--- src/rtl/core/imu_sfp_pkg.sv ---
// Package: constants and widths of the IMU serial frame parser.
`timescale 1ns / 1ps
package imu_sfp_pkg;

	localparam int BYTE_W     = 8;
	localparam int RAW_W      = 16;
	localparam int FS_W       = 12;
	localparam int AXIS_W     = 21;
	localparam int POS_W      = 4;
	localparam int CFG_IDX_W  = 1;
	localparam int PAY_BYTES  = 6;                  // bytes used of the eight-byte payload
	localparam int PAY_IDX_W  = $clog2(PAY_BYTES);
	localparam int FRAC_BITS  = 8;
	localparam int RAW_SHIFT  = 15;
	localparam int PROD_W     = RAW_W + FS_W + 1;
	localparam int TDATA_IN_W = 8;
	localparam int TDATA_OUT_W = ((3 * AXIS_W + 7) / 8) * 8;

	localparam logic [BYTE_W-1:0] HDR_BYTE   = 8'h55;
	localparam logic [BYTE_W-1:0] TYPE_ANGLE = 8'h53;
	localparam logic [BYTE_W-1:0] TYPE_RATE  = 8'h52;

	localparam logic [POS_W-1:0] POS_HUNT  = 4'd0;
	localparam logic [POS_W-1:0] POS_TYPE  = 4'd1;
	localparam logic [POS_W-1:0] POS_PAY0  = 4'd2;
	localparam logic [POS_W-1:0] POS_CSUM  = 4'd10;

	localparam logic KIND_ANGLE = 1'b0;
	localparam logic KIND_RATE  = 1'b1;

	localparam logic [CFG_IDX_W-1:0] CFG_ANGLE_FS = 1'd0;
	localparam logic [CFG_IDX_W-1:0] CFG_RATE_FS  = 1'd1;

	localparam logic [FS_W-1:0] ANGLE_FS_RST = 12'd180;
	localparam logic [FS_W-1:0] RATE_FS_RST  = 12'd2000;

	localparam logic signed [PROD_W-1:0] AXIS_MAX =
		PROD_W'((longint'(1) << (AXIS_W - 1)) - 1);
	localparam logic signed [PROD_W-1:0] AXIS_MIN =
		PROD_W'(-(longint'(1) << (AXIS_W - 1)));

endpackage

--- src/rtl/core/imu_sfp_scale.sv ---
// One axis lane: raw * full_scale, floored shift to fixed point, saturate.
`timescale 1ns / 1ps
module imu_sfp_scale
	import imu_sfp_pkg::*;
(
	input  logic signed [RAW_W-1:0]  raw,
	input  logic        [FS_W-1:0]   full_scale,
	output logic signed [AXIS_W-1:0] axis
);

	logic signed [PROD_W-1:0] prod;
	logic signed [PROD_W-1:0] shifted;

	// arithmetic right shift floors toward minus infinity
	assign prod    = PROD_W'(raw) * $signed({1'b0, full_scale});
	assign shifted = prod >>> (RAW_SHIFT - FRAC_BITS);

	always_comb begin
		if (shifted > AXIS_MAX) begin
			axis = AXIS_MAX[AXIS_W-1:0];
		end else if (shifted < AXIS_MIN) begin
			axis = AXIS_MIN[AXIS_W-1:0];
		end else begin
			axis = shifted[AXIS_W-1:0];
		end
	end

endmodule

--- src/rtl/core/imu_serial_frame_parser_top.sv ---
// Top level: IMU UART frame hunter, checksum check and axis scaling.
`timescale 1ns / 1ps
// Throughput: one byte beat per cycle; s_tready drops only while both the
//   scaling stage and the output register hold results and the output stalls.
// Path: a good frame is registered in the s1 frame register on its checksum
//   byte beat, then passes through the multipliers into the s2 output register.
// Reset: arst_n clears the frame position, checksum, valid flags and loads
//   full scales 180 and 2000; payload registers are not reset.
module imu_serial_frame_parser_top
	import imu_sfp_pkg::*;
(
	input  logic                    clk,
	input  logic                    arst_n,
	// input byte stream
	input  logic                    s_tvalid,
	output logic                    s_tready,
	input  logic [TDATA_IN_W-1:0]   s_tdata,   // [7:0] rx_byte
	// result stream
	output logic                    m_tvalid,
	input  logic                    m_tready,
	output logic [TDATA_OUT_W-1:0]  m_tdata,   // [20:0] axis_x, [41:21] axis_y,
	                                           // [62:42] axis_z, [63] zero
	output logic                    m_tuser,   // [0] frame_kind
	// configuration writes
	input  logic                    cfg_valid,
	output logic                    cfg_ready,
	input  logic [CFG_IDX_W-1:0]    cfg_index,
	input  logic [FS_W-1:0]         cfg_data
);

	// config registers
	logic [FS_W-1:0] angle_fs_q;
	logic [FS_W-1:0] rate_fs_q;

	// frame hunter state
	logic [POS_W-1:0]  pos_q;
	logic [BYTE_W-1:0] type_q;
	logic [BYTE_W-1:0] sum_q;
	logic [BYTE_W-1:0] pay_q [PAY_BYTES];

	// s1: completed good frame
	logic                   valid_s1;
	logic                   kind_s1;
	logic [FS_W-1:0]        fs_s1;
	logic signed [RAW_W-1:0] raw_s1 [3];

	// s2: output register
	logic                    valid_s2;
	logic                    kind_s2;
	logic signed [AXIS_W-1:0] axis_s2 [3];

	logic                    s_beat;
	logic                    out_free;
	logic [BYTE_W-1:0]       rx_byte;
	logic                    type_ok;
	logic                    frame_good;
	logic [PAY_IDX_W-1:0]    pay_idx;
	logic [POS_W-1:0]        pay_off;
	logic signed [AXIS_W-1:0] axis_new [3];

	assign rx_byte  = s_tdata[BYTE_W-1:0];
	assign out_free = !valid_s2 || m_tready;
	// s1 only fills on a checksum byte; hold input while it cannot drain
	assign s_tready = !valid_s1 || out_free;
	assign s_beat   = s_tvalid && s_tready;
	assign cfg_ready = 1'b1;

	assign pay_off = pos_q - POS_PAY0;
	assign pay_idx = pay_off[PAY_IDX_W-1:0];

	assign type_ok    = (type_q == TYPE_ANGLE) || (type_q == TYPE_RATE);
	// positions beyond the checksum slot are treated as the checksum slot
	assign frame_good = s_beat && (pos_q >= POS_CSUM) && (rx_byte == sum_q) && type_ok;

	// config writes; indexes past the list are dropped
	always_ff @(posedge clk or negedge arst_n) begin
		if (!arst_n) begin
			angle_fs_q <= ANGLE_FS_RST;
			rate_fs_q  <= RATE_FS_RST;
		end else if (cfg_valid) begin
			case (cfg_index)
				CFG_ANGLE_FS: angle_fs_q <= cfg_data;
				CFG_RATE_FS:  rate_fs_q  <= cfg_data;
				default: ;
			endcase
		end
	end

	// frame position, type byte and running checksum
	always_ff @(posedge clk or negedge arst_n) begin
		if (!arst_n) begin
			pos_q  <= POS_HUNT;
			type_q <= '0;
			sum_q  <= '0;
		end else if (s_beat) begin
			if (pos_q == POS_HUNT) begin
				if (rx_byte == HDR_BYTE) begin
					pos_q  <= POS_TYPE;
					sum_q  <= HDR_BYTE;
					type_q <= '0;
				end
			end else if (pos_q == POS_TYPE) begin
				type_q <= rx_byte;
				sum_q  <= sum_q + rx_byte;
				pos_q  <= POS_PAY0;
			end else if (pos_q < POS_CSUM) begin
				sum_q <= sum_q + rx_byte;
				pos_q <= pos_q + 1'b1;
			end else begin
				// checksum byte: back to hunting whatever the outcome
				pos_q <= POS_HUNT;
			end
		end
	end

	// payload bytes 0..5; bytes 6 and 7 are counted but not kept
	always_ff @(posedge clk) begin
		if (s_beat && (pos_q >= POS_PAY0) && (pos_q < POS_CSUM)
				&& (pay_off < POS_W'(PAY_BYTES))) begin
			pay_q[pay_idx] <= rx_byte;
		end
	end

	// s1 valid
	always_ff @(posedge clk or negedge arst_n) begin
		if (!arst_n) begin
			valid_s1 <= 1'b0;
		end else if (frame_good) begin
			valid_s1 <= 1'b1;
		end else if (out_free) begin
			valid_s1 <= 1'b0;
		end
	end

	// s1 payload: little-endian words, full scale picked by frame type
	always_ff @(posedge clk) begin
		if (frame_good) begin
			kind_s1   <= (type_q == TYPE_RATE) ? KIND_RATE : KIND_ANGLE;
			fs_s1     <= (type_q == TYPE_RATE) ? rate_fs_q : angle_fs_q;
			raw_s1[0] <= {pay_q[1], pay_q[0]};
			raw_s1[1] <= {pay_q[3], pay_q[2]};
			raw_s1[2] <= {pay_q[5], pay_q[4]};
		end
	end

	// three scaling lanes between s1 and s2
	for (genvar g = 0; g < 3; g++) begin : g_lane
		imu_sfp_scale u_scale (
			.raw        (raw_s1[g]),
			.full_scale (fs_s1),
			.axis       (axis_new[g])
		);
	end

	// s2 valid
	always_ff @(posedge clk or negedge arst_n) begin
		if (!arst_n) begin
			valid_s2 <= 1'b0;
		end else if (out_free) begin
			valid_s2 <= valid_s1;
		end
	end

	// s2 payload
	always_ff @(posedge clk) begin
		if (out_free && valid_s1) begin
			kind_s2    <= kind_s1;
			axis_s2[0] <= axis_new[0];
			axis_s2[1] <= axis_new[1];
			axis_s2[2] <= axis_new[2];
		end
	end

	assign m_tvalid = valid_s2;
	assign m_tuser  = kind_s2;
	assign m_tdata  = {{(TDATA_OUT_W - 3 * AXIS_W){1'b0}}, axis_s2[2], axis_s2[1], axis_s2[0]};

endmodule

--- config.mk ---
export PLATFORM = sky130hd
export DESIGN_NAME = imu_serial_frame_parser_top
export DESIGN_NICKNAME = d
export VERILOG_FILES = /design/src/rtl/core/imu_sfp_pkg.sv /design/src/rtl/core/imu_sfp_scale.sv /design/src/rtl/core/imu_serial_frame_parser_top.sv
export SDC_FILE = /design/constraint.sdc
export NUM_CORES = 2
export LEC_CHECK = 0
export BUFFER_PORTS_ARGS = -buffer_cell sky130_fd_sc_hd__buf_4
export CAP_MARGIN = 20
export CORE_ASPECT_RATIO = 0.75
export CORE_UTILIZATION = 40
export DETAILED_ROUTE_END_ITERATION = 7
export GPL_TIMING_DRIVEN = 0
export SKIP_CTS_REPAIR_TIMING = 1
export SLEW_MARGIN = 20
export SYNTH_ARGS = -nofsm -noshare
export SYNTH_HDL_FRONTEND = slang
export SYNTH_HIERARCHICAL = 1
export SYNTH_SLANG_ARGS = --single-unit
--- constraint.sdc ---
create_clock -name clk -period 13.15 [get_ports clk]
set_clock_uncertainty 0.1 [all_clocks]
set_input_delay 2.63 -clock clk [delete_from_list [all_inputs] [get_ports clk]]
set_output_delay 2.63 -clock clk [all_outputs]
set_load 0.02 [all_outputs]
==> impl_metrics.env <==
export IMPL_outcome="finished clean"
export IMPL_antenna_violating_nets_post_route=0
export IMPL_synth_avg_cell_area_um2=9.932
export IMPL_detailroute_wirelength_met2_um=28110
export IMPL_yosys_top_cells_area="sky130_fd_sc_hd__fa_1, sky130_fd_sc_hd__edfxtp_1, sky130_fd_sc_hd__inv_1"
export IMPL_min_path_cells=0
export IMPL_critical_path_reg2reg_endpoint="axis_s2[0][30]"
export IMPL_clk_buf_depth=3
export IMPL_p_leak_nw=16.02
export IMPL_coreArea_um2=75110
export IMPL_grt_pass1_vias=20420
export IMPL_dp_hpwl_um=56180
export IMPL_ios=94
export IMPL_dominantRegCellSynth="sky130_fd_sc_hd__edfxtp_1"
export IMPL_clk_pin_slew_worst_paths_ns=0.07
export IMPL_fin_crit_ns=7.610
export IMPL_finalHoldViolCount=0
export IMPL_routed_wirelength_um=68610
export IMPL_grt_setup_unrepaired="false"
export IMPL_synth_top_area_share_pct=35.07
export IMPL_yosysMostFrequentCell="sky130_fd_sc_hd__inv_1"
export IMPL_power_density_nw_per_um2=54.73
export IMPL_sequential_cell_area_fraction_in_the_yosys_report_pct=20.94
export IMPL_worst_path_largest_cell_delay_ns=0.73
export IMPL_worstHoldPathType="flip-flop to flip-flop"
export IMPL_fmaxAchievable_ghz=0.1314
export IMPL_highest_layer="met4"
export IMPL_clk_latency_ns=0.60
export IMPL_worst_r2r_startpoint="fs_s1[1]"
export IMPL_start_util_pct=40.44
export IMPL_nets=3954
export IMPL_cpMaxStageDelayCell="sky130_fd_sc_hd__edfxtp_1"
export IMPL_layout_area_seq_um2=6359
export IMPL_weighted_congestion_at_the_end_of_routability_driven_global_placement=0.8634
export IMPL_worst_setup_path_type="flip-flop to flip-flop"
export IMPL_crit_fanout=13
export IMPL_synthesis_yosys_warnings=6
export IMPL_worst_tran_pin_value_ns=1.060
export IMPL_pin_count_of_the_biggest_net_entering_global_routing=47
export IMPL_met3_wire_length_um=4948
export IMPL_grt_overflow_total=0
export IMPL_final_min_period_over_clock_period_pct=57.87
export IMPL_post_synth_inst_count=3058
export IMPL_grt_antenna_before_repair=2
export IMPL_routed_via_count=20530
export IMPL_first_pass_iters=5
export IMPL_synth_ff_latch_count=219
export IMPL_m1WireLength_um=34480
export IMPL_min_delay_worst_endpoint="raw_s1[0][28]"
export IMPL_cts_h_tree_lvls=1
export IMPL_critPathRequiredTime_ns=13.49
export IMPL_tritoncts_num_buffers=25
export IMPL_multi_input_comb_area_um2=20620
export IMPL_final_setup_tns_ns=0
export IMPL_routed_via_density=4.898
export IMPL_report_final_slew_viol_count=0
export IMPL_postSynth_asyncResetShare_pct=21.00
export IMPL_synth_edff_count=173
export IMPL_crit_arrival_ns=7.95
export IMPL_yosys_cell_types_count=95
export IMPL_grt_pass1_wl_um=112600
export IMPL_hold_path_startpoint="pay_q[3][4]"
export IMPL_ff2ff_path_depth=22
export IMPL_drt_initial_drc_count=1523
export IMPL_tritoncts="yes"
export IMPL_post_drt_wl_per_cell_um=16.37
export IMPL_share_of_final_layout_standard_cells_stronger_than_drive_strength_1_pct=8.658
export IMPL_max_slew_margin_rel_pct=29.36
export IMPL_rows=87
export IMPL_path_cells="buf_8 > clkbuf_1 > nand2_1 > fa_1 > fa_1 > inv_1 > fa_1 > fa_1 > inv_1 > fa_1 > inv_1 > ha_1 > clkbuf_1 > nand2_1 > o21ai_0 > a31oi_1 > nor3b_1 > a221oi_2 > xnor2_2 > nand2_4 > buf_6 > o21ai_0"
export IMPL_setup_violations=0
export IMPL_vdd_drop_max_uv=93.36
export IMPL_synth_cells_most_frequent="sky130_fd_sc_hd__inv_1, sky130_fd_sc_hd__fa_1, sky130_fd_sc_hd__nand2_1"
export IMPL_cap_violations=0
export IMPL_critPathMostFrequentCell="sky130_fd_sc_hd__fa_1"
export IMPL_final_fill_count=7327
export IMPL_cts_root_buffer="sky130_fd_sc_hd__clkbuf_16"
export IMPL_numPortBuffers=91
export IMPL_track_usage_pct=18.53
export IMPL_area_growth_syn_to_layout_pct=9.982
export IMPL_worst_setup_path_start_kind="flip-flop"
export IMPL_dieWidth_um=320.2
export IMPL_ff2ff_setup_slack_ns=5.54
export IMPL_cp_end_kind="flip-flop"
export IMPL_synth_top_area_cell="sky130_fd_sc_hd__fa_1"
export IMPL_synth_cell_area_um2=30370
export IMPL_drcViolationCount=0
export IMPL_clkSinkCount=219
export IMPL_syn_num_nets=3820
export IMPL_die_y_um=240.6
export IMPL_area_of_the_die_um2=77050
export IMPL_finalHoldWorstSlack_ns=0.3077
==> placed cells by master (no fill, tap or decap), types with 22 or more instances in the layout <==
master | netlist | final
sky130_fd_sc_hd__fa_1 | 532 | 532
sky130_fd_sc_hd__nor2_1 | 42 | 42
sky130_fd_sc_hd__o21ai_0 | 61 | 61
sky130_fd_sc_hd__nand2_1 | 351 | 351
sky130_fd_sc_hd__ha_1 | 204 | 204
sky130_fd_sc_hd__and2_1 | 283 | 282
sky130_fd_sc_hd__maj3_1 | 22 | 22
sky130_fd_sc_hd__clkbuf_16 | 0 | 25
sky130_fd_sc_hd__xor2_1 | 29 | 29
sky130_fd_sc_hd__clkbuf_1 | 87 | 93
sky130_fd_sc_hd__a21o_1 | 37 | 37
sky130_fd_sc_hd__a21oi_1 | 76 | 76
sky130_fd_sc_hd__xnor2_1 | 54 | 54
sky130_fd_sc_hd__edfxtp_1 | 173 | 173
sky130_fd_sc_hd__buf_4 | 9 | 105
sky130_fd_sc_hd__dfrtp_1 | 36 | 36
sky130_fd_sc_hd__mux2_2 | 36 | 36
sky130_fd_sc_hd__nand4_1 | 27 | 27
sky130_fd_sc_hd__inv_1 | 758 | 758
==> final cells by class <==
type | instances | area share [%]
tap | 979 | 3.667
clock inverter | 13 | 0.5394
inverter | 758 | 8.518
buffer | 116 | 1.648
clock buffer | 33 | 2.023
multi-input combinational | 1965 | 61.74
antenna | 1 | 0.007491
sequential | 219 | 19.04
timing repair buffer | 107 | 2.817
==> state kept, by name (all words and copies together) (netlist names), 4 cells and up <==
signal and flops:
raw_s1 48, rate_fs_q 12, angle_fs_q 12, type_q 8, pay_q 48, sum_q 8, pos_q 4, axis_s2 63
fs_s1 12
==> metrics by stage <==
step	utilization [%]	cells	total power, mW	area, um^2	worst slack (ns)
floorplan	-	3058	1.028	30370	4.942
global placement	42.98	4128	1.092	32280	2.314
detailed placement	43.31	4143	1.098	32530	5.496
CTS	44.45	4189	1.854	33390	5.456
global route	44.47	4190	1.910	33400	5.166
finish	44.47	4191	1.828	33400	5.540
==> metal layers <==
metal,up-vias,GRT usage [%]
met5,-,0
met4,0,2.900
met3,60,3.164
met2,538,26.54
met1,10350,29.39
li1,9582,-
==> worst max-delay path, delay by kind of cell, from the launching register on <==
family | cells | cell delay [ns]
DFF | 1 | 0.73
adders and majority gates | 6 | 2.87
and+or+nand+nor | 4 | 0.81
AOI/OAI and AO/OA | 4 | 0.74
xor gates and xnor gates | 1 | 0.60
buffers and inverters | 7 | 1.59
==> report_power, final <==
part | switching [mW] | internal (mW) | total (mW)
registers | 0.0284 | 0.800 | 0.828
logic | 0.146 | 0.112 | 0.258
clock network | 0.315 | 0.427 | 0.742
total | 0.490 | 1.34 | 1.83
==> worst max path at each step <==
stage	depth (start not counted)	from	slack, ns	end
after floorplan	4	s_tdata[2]	4.94	fs_s1[0]
after global placement	5	s_tdata[3]	2.31	raw_s1[0][15]
after detailed placement	21	fs_s1[1]	5.50	axis_s2[0][37]
after CTS	21	fs_s1[1]	5.46	axis_s2[0][37]
after global routing	22	fs_s1[1]	5.17	axis_s2[0][30]
final	22	fs_s1[1]	5.54	axis_s2[0][30]
==> cells by family (layout without fill, tap and decap cells) <==
family | Yosys count | in the layout | share of synthesized area, %
other | 2 | 3 | 0.02473
and+or+nand+nor | 802 | 802 | 13.53
DFF | 219 | 219 | 20.94
muxes | 38 | 38 | 1.413
adders and majority gates | 758 | 758 | 44.20
xor gates and xnor gates | 86 | 86 | 2.575
AOI/OAI and AO/OA | 279 | 279 | 6.142
buffers and inverters | 874 | 1027 | 11.18
Power figures use the tool's default switching activity.
